### src/hw/rtl/cstc_ram.sv
// Simple dual-port synchronous RAM, one write port and one registered read port.
module cstc_ram #(
  parameter int unsigned WIDTH = 8,
  parameter int unsigned DEPTH = 4,
  localparam int unsigned AW = $clog2(DEPTH)
) (
  input  logic             clk_i,
  input  logic             we_i,
  input  logic [AW-1:0]    waddr_i,
  input  logic [WIDTH-1:0] wdata_i,
  input  logic             re_i,
  input  logic [AW-1:0]    raddr_i,
  output logic [WIDTH-1:0] rdata_o
);

  logic [WIDTH-1:0] mem [DEPTH];
  logic [WIDTH-1:0] rdata_q;

  always_ff @(posedge clk_i) begin
    if (we_i) begin
      mem[waddr_i] <= wdata_i;
    end
  end

  always_ff @(posedge clk_i) begin
    if (re_i) begin
      rdata_q <= mem[raddr_i];
    end
  end

  assign rdata_o = rdata_q;

endmodule

### config.mk
export PLATFORM = sky130hd
export DESIGN_NAME = cstc_ram
export DESIGN_NICKNAME = d
export VERILOG_FILES = /design/src/hw/rtl/cstc_ram.sv
export SDC_FILE = /design/constraint.sdc
export NUM_CORES = 1
export LEC_CHECK = 0
export ABC_AREA = 1
export CORE_UTILIZATION = 61
export CTS_CLUSTER_SIZE = 10
export DETAILED_ROUTE_END_ITERATION = 8
export DONT_BUFFER_PORTS = 1
export PLACE_DENSITY = 0.77
export SLEW_MARGIN = 5
export SYNTH_ARGS = -nofsm -noshare
export SYNTH_HDL_FRONTEND = slang
export SYNTH_SLANG_ARGS = --single-unit
### constraint.sdc
create_clock -name clk_i -period 1.7 [get_ports clk_i]
set_clock_uncertainty 0.1 [all_clocks]
set_input_delay 0.34 -clock clk_i [delete_from_list [all_inputs] [get_ports clk_i]]
set_output_delay 0.34 -clock clk_i [all_outputs]
set_load 0.01 [all_outputs]
==> PnR_summary.wiki, run 1 <==
{| class="wikitable"
! Metric !! Value
|-
| Status || finished, final reports clean
|-
| Vias per cell || about 5.3
|-
| IR drop worst, VDD || between 0.0007 and 0.0008 V
|-
| Vertical die dimension || approximately 54 um
|-
| Reg-to-reg setup timing slack || around 0.70 ns
|-
| Slew margin rel. || 76.8%
|-
| Antenna violations before repair || 0
|-
| Post-route insts no fill || 188
|-
| Clock transition at the registers of the reported paths || ~0.11 ns
|-
| Share of the core filled with cells || between 70% and 80%
|-
| Top cells by area in the synthesized netlist || edfxtp_1, nand2_1, inv_1
|-
| Post-DP Area || approximately 0.0017 mm^2
|-
| Number of nets in the finished design || 172
|-
| Area share of the leading cell type in the synthesized netlist || around 74%
|-
| Vias in the first global route || 936
|-
| Global-route wire length before repair || around 4.4 mm
|-
| Setup repair after global routing missed its margin || no
|-
| Pins over their slew limit || 0
|-
| Achievable clock frequency || 808 MHz
|-
| CTS H-Tree Depth || 2
|-
| Comb pwr share || 6.7%
|-
| Total Power || around 1.7 mW
|-
| Length of the first detailed-routing pass in iterations || 4
|-
| Total wire length after detailed routing || 2.78 mm
|-
| Worst Setup Start Kind || flop
|-
| Maximum clock path buffer count || 2
|-
| Signal arrival time at the worst endpoint || 0.80 ns
|-
| Crit path required time || 1.26 ns
|-
| Synthesis-to-finish area growth || 10.7%
|-
| Boundary Pins || 23
|-
| DRC errors left || 0
|-
| Sequential area share after synthesis || 73.8%
|-
| Core box area || ~0.0025 mm^2
|-
| Proportion of layout cells with a drive suffix above 1 || 7.59%
|-
| Post-synth design cell area || 0.00163 mm^2
|-
| Starting DRT DRC Count || 26
|-
| Time the final worst path needs with I/O delays and setup || 1.24 ns
|-
| Horizontal die dimension || approximately 54 um
|-
| Number of nets with antenna violations after routing || 0
|-
| Final global-route overflow total || 0
|-
| Sequential group share of total power || 67.6%
|-
| Die ar. || approximately 0.0029 mm^2
|-
| Worst skew pair latency || ~0.35 ns
|-
| Largest net degree at the start of global routing || 18
|-
| Final instance area || 0.00180 mm^2
|-
| Inst Count DP || 171
|-
| CP endpoint kind || output pin
|-
| GPL Wtd Cong || 0.865
|-
| Class of the tightest hold or removal check || input port to flop
|-
| Switching share of power || 22.3%
|-
| Cell type with the largest total area after synthesis || edfxtp_1
|-
| Number of clock buffers inserted by TritonCTS || 5
|-
| Number of setup violations in the final report || 0
|-
| Crit-path max FO || 1
|-
| Cell Int Power || 1.34 mW
|-
| Count of yosys warnings during synthesis || 0
|-
| Synthesized netlist cell count || 141
|-
| Initial cell density of the core || between 60% and 70%
|-
| Number of placement rows || 18
|-
| Actual slew at the worst max-slew pin || roughly 0.35 ns
|-
| Overall routing resource usage || 24.1%
|-
| TritonCTS Sinks || 40
|-
| Hold Fails Final Rpt || 0
|-
| Antenna fix cells || 0
|-
| Placed wire-length estimate after detailed placement || 1.99 mm
|-
| Category of the most critical setup path || flop to output pin
|-
| Leakage power || 0.800 nW
|-
| Post-CTS Resized || 0
|-
| Power density over the cells || approximately 960 mW/mm^2
|-
| Post-synth cell types || 9
|-
| Switching power total || 385 uW
|-
| Number of vias in the routed layout || 994
|-
| Clock power share || 25.7%
|-
| Number of buffers inserted to repair setup after CTS || 0
|-
| Final period util || 72.8%
|-
| TritonCTS clock tree || done
|-
| Number of storage elements in the synthesis netlist || 40
|-
| Max-capacitance violation count || 0
|-
| Syn Area/Cell || around 12 um^2
|-
| Input/output buffers || 0
|-
| CTS Root Buffer Type || clkbuf_4
|-
| Total Negative Setup Slacks || 0 ns
|-
| Nets in the synthesized netlist || roughly 160
|-
| Routed wire length per instance || 14.8 um
|}
## cells in the mapped netlist
| cell type | number |
|---|---|
| edfxtp_1 | 40 |
| buf_2 | 1 |
| inv_4 | 1 |
| nand3_1 | 16 |
| buf_6 | 2 |
| inv_1 | 36 |
| nand2_1 | 40 |
| buf_4 | 1 |
| nor3_1 | 4 |
## kinds of logic after synthesis
group                  after synthesis  synth area share [%]
DFF                                 40                  73.8
buffers and inverters               41                  10.8
and+or+nand+nor                     60                  15.4
## power groups by stage
| stage | logic [mW] | clock network, mW | registers (mW) |
|---|---|---|---|
| after global routing | 0.132 | 0.501 | 1.17 |
| final | 0.116 | 0.444 | 1.17 |
| after global placement | 0.0807 | 0 | 1.19 |
| after CTS | 0.117 | 0.452 | 1.17 |
| after floorplan | 0.0755 | 0 | 1.19 |
| after detailed placement | 0.0839 | 0 | 1.19 |
## worst paths after layout
check / depth (start not counted) / from / end
setup / recovery: 0 / rdata_o[6] / rdata_o[6]
setup reg to reg: 4 / mem[3][7] / rdata_o[7]
hold / removal: 2 / raddr_i[1] / rdata_o[6]
hold reg to reg: 4 / mem[0][2] / rdata_o[2]
## cells in the final DEF, fill, tap and decap left out
cell type / count
clkinv_2: 2
nand3_1: 16
nand2_1: 40
clkbuf_4: 5
inv_1: 36
nor3_1: 4
edfxtp_1: 40
dlygate4sd3_1: 9
inv_4: 1
buf_4: 4
clkinv_1: 1
## flip-flops by register name, summed over array words and instances, names as in the netlist
| register | count |
|---|---|
| rdata_o | 8 |
| mem | 32 |
## metrics by stage
stage,hold slack (ns),worst slack [ns]
after floorplan,0.339,0.197
after global placement,0.339,0.532
after detailed placement,0.339,0.492
after CTS,0.117,0.446
after global routing,0.107,0.417
final,0.121,0.463
## layer usage
layer / part of all wire [%] / track usage [%] / wire length (um)
met5: 0 / 0 / 0
met4: 1.7 / 12.3 / 48
met3: 7.2 / 8.47 / 199
met2: 49 / 37.3 / 1370
met1: 42 / 30.1 / 1170
## cell type report
cell class / instances / area, um^2
clock buffer: 5 / 37.5
clock inverter: 3 / 13.8
fill: 181 / 698
inverter: 37 / 141
multi-input combinational: 60 / 250
sequential: 40 / 1200
tap: 30 / 37.5
timing repair buffer: 13 / 120
## what timing repair did
action,CTS,global route
hold buffers,9,0
endpoints found under the hold margin,40,0
endpoints found under the setup margin,0,0
Power figures use the tool's default switching activity.
==> inputs of run 2 (changes only) <==
Settings changed: CORE_UTILIZATION 61 to 55, PLACE_DENSITY 0.77 to 0.73.
Clock period 1.7 ns to 1 ns, I/O delays scaled along.
==> PnR_summary.wiki, run 2 (synthesized netlist as in run 1, its figures left out) <==
{| class="wikitable"
! Metric !! Value
|-
| Time the final worst path needs with I/O delays and setup || 1.08 ns
|-
| CP endpoint kind || output pin (unchanged)
|-
| Status || finished with violations (was finished, final reports clean)
|-
| Fill cell instance count of the final layout || 189 (was 181)
|-
| Worst-case reg-to-reg path depth || 4 (unchanged)
|-
| CTS Root Buffer Type || clkbuf_4 (unchanged)
|-
| Hold Fails Final Rpt || 0 (unchanged)
|-
| Worst reg2reg startpoint || mem[0][4] (was mem[3][7])
|-
| Starting DRT DRC Count || 34 (was 26)
|-
| Crit path required time || 0.70 ns (was 1.26 ns)
|-
| Number of nets in the finished design || 175 (was 172)
|-
| Proportion of layout cells with a drive suffix above 1 || 18.0% (was 7.59%)
|-
| CTS H-Tree Depth || 2 (unchanged)
|-
| Power density over the cells || 1670 mW/mm^2 (was 958 mW/mm^2)
|-
| Total wire length after detailed routing || 2.90 mm (was 2.78 mm)
|-
| Violated checks || setup timing
|-
| Max-capacitance violation count || 0 (unchanged)
|-
| Initial cell density of the core || 58.5% (was 65.1%)
|-
| Boundary Pins || 23 (unchanged)
|-
| Crit-path max FO || 1 (unchanged)
|-
| Routed wire length per instance || 15.1 um (was 14.8 um)
|-
| Hold_sp || raddr_i[0] (was raddr_i[1])
|-
| Signal arrival time at the worst endpoint || 0.78 ns (was 0.80 ns)
|-
| Hold Crit Depth || 3 (was 2)
|-
| Number of buffers inserted to repair setup after CTS || 0 (unchanged)
|-
| Maximum clock path buffer count || 2 (unchanged)
|-
| Total Power || 3.31 mW (was 1.73 mW)
|-
| Die ar. || 0.00318 mm^2 (was 0.00288 mm^2)
|-
| Leakage power || 0.870 nW (was 0.800 nW)
|-
| Max FFs per register || 32 (unchanged)
|-
| Number of clock buffers inserted by TritonCTS || 5 (unchanged)
|-
| Slew margin rel. || 78.3% (was 76.8%)
|-
| Worst skew pair latency || 0.35 ns (about the same)
|-
| Synthesis-to-finish area growth || 21.7% (was 10.7%)
|-
| Input/output buffers || 0 (unchanged)
|-
| Antenna violations before repair || 0 (unchanged)
|-
| Vertical die dimension || 56.4 um (was 53.7 um)
|-
| Final global-route overflow total || 0 (unchanged)
|-
| Vias per cell || 5.10 (was 5.29)
|-
| Setup repair after global routing missed its margin || yes (was no)
|-
| Most frequent cells in the layout || edfxtp_1, nand2_1, inv_1, nand3_1, dlygate4sd3_1 (was nand2_1, edfxtp_1, inv_1, nand3_1, dlygate4sd3_1)
|-
| Largest net degree at the start of global routing || 18 (unchanged)
|-
| Commonest non-fill, non-tap cell in the layout || edfxtp_1
|-
| Worst Hold Path EP || rdata_o[0] (was rdata_o[6])
|-
| Area of the multi-input gates || 325 um^2 (was 250 um^2)
|-
| Register with the highest flop count || mem (unchanged)
|-
| Number of nets with antenna violations after routing || 0 (unchanged)
|-
| Category of the most critical setup path || flop to output pin (unchanged)
|-
| Class of the tightest hold or removal check || input port to flop (unchanged)
|-
| IR drop worst, VDD || 0.00162 V (was 0.000791 V)
|-
| Inst Count DP || 173 (was 171)
|-
| Reg-to-reg setup timing slack || -0.03 ns (was 0.70 ns)
|-
| DRC errors left || 0 (unchanged)
|-
| Placement Setup Slack || -0.0730 ns (was 0.492 ns)
|-
| Worst Setup Start Kind || flop (unchanged)
|-
| Antenna fix cells || 0 (unchanged)
|-
| Length of the first detailed-routing pass in iterations || 4 (unchanged)
|-
| Worst flop-to-flop path endpoint || rdata_o[4] (was rdata_o[7])
|-
| Core box area || 0.00278 mm^2 (was 0.00250 mm^2)
|-
| GPL Wtd Cong || 0.908 (was 0.865)
|-
| Register area || 0.00120 mm^2 (unchanged)
|-
| Slack of the critical path || -0.0810 ns (was 0.463 ns)
|-
| Final period util || 108%
|-
| Number of placement rows || 19 (was 18)
|-
| Number of setup violations in the final report || 10 (was 0)
|-
| Number of vias in the routed layout || 979 (was 994)
|-
| Actual slew at the worst max-slew pin || 0.325 ns (was 0.346 ns)
|-
| Pins over their slew limit || 0 (unchanged)
|-
| Overall routing resource usage || 20.9% (was 24.1%)
|-
| TritonCTS Sinks || 40 (unchanged)
|-
| Achievable clock frequency || between 900 and 1000 MHz
|-
| Placed wire-length estimate after detailed placement || 2.07 mm (was 1.99 mm)
|-
| Clock transition at the registers of the reported paths || 0.12 ns (was 0.11 ns)
|-
| Vias in the first global route || 1,003 (was 936)
|-
| Global-route wire length before repair || 4.65 mm (was 4.40 mm)
|-
| Post-route insts no fill || 192 (was 188)
|-
| TritonCTS clock tree || done (unchanged)
|-
| Horizontal die dimension || 56.4 um (was 53.7 um)
|}
-- run 2: cell types whose count changed in the layout (fill, tap and decap cells not counted), sizes merged --
cell | previous run | this run
clkinv | 3 | 0
buf | 4 | 5
bufinv | 0 | 1
dlymetal6s4s | 0 | 2
inv | 37 | 38
clkinvlp | 0 | 1
-- run 2: metal layers --
layer / GRT usage (%) / wire [um] / up-vias
li1: - / - / 485
met1: 25.4 / 1240 / 440
met2: 34.0 / 1420 / 43
met3: 4.84 / 144 / 11
met4: 12.5 / 91 / 0
met5: 0 / 0 / -
-- run 2: layout make-up --
| type | count | area share [%] |
|---|---|---|
| clock inverter | 3 | 2.34 |
| sequential | 40 | 60.6 |
| multi-input combinational | 60 | 16.4 |
| inverter | 37 | 7.14 |
| tap | 31 | 1.96 |
| clock buffer | 5 | 1.90 |
| timing repair buffer | 16 | 9.60 |
-- run 2: report_power, final --
group,switching [mW],leakage (nW),internal [mW]
clock network,0.544,0.0418,0.534
logic,0.145,0.456,0.105
registers,0.0391,0.373,1.95
total,0.728,0.870,2.59
-- run 2: worst max path at each step --
| stage | from | to | cells past startpoint |
|---|---|---|---|
| 2_1_floorplan | we_i | mem[3][0] | 2 |
| 3_3_place_gp | we_i | mem[3][3] | 3 |
| 3_5_place_dp | we_i | mem[3][6] | 3 |
| 4_1_cts | rdata_o[4] | rdata_o[4] | 0 |
| 5_1_grt | rdata_o[2] | rdata_o[2] | 0 |
| 6_report | rdata_o[4] | rdata_o[4] | 0 |
-- run 2: timing repair --
item                                    in CTS  in global routing
gates resized for setup                      0                 13
hold buffers                                10                  1
endpoints found under the hold margin       47                  1
endpoints found under the setup margin      11                 24
pin swaps                                    4                  7
-- run 2: per-stage QoR --
step,utilization [%],TNS (ns),area (um^2),hold slack (ns)
CTS,69.6,-0.766,1940,0.00535
detailed placement,63.0,-1.91,1750,0.199
global placement,63.0,-1.38,1750,0.199
floorplan,-,-1.62,1670,0.199
finish,71.2,-0.663,1980,0.0213
global route,71.2,-1.15,1980,0.0274
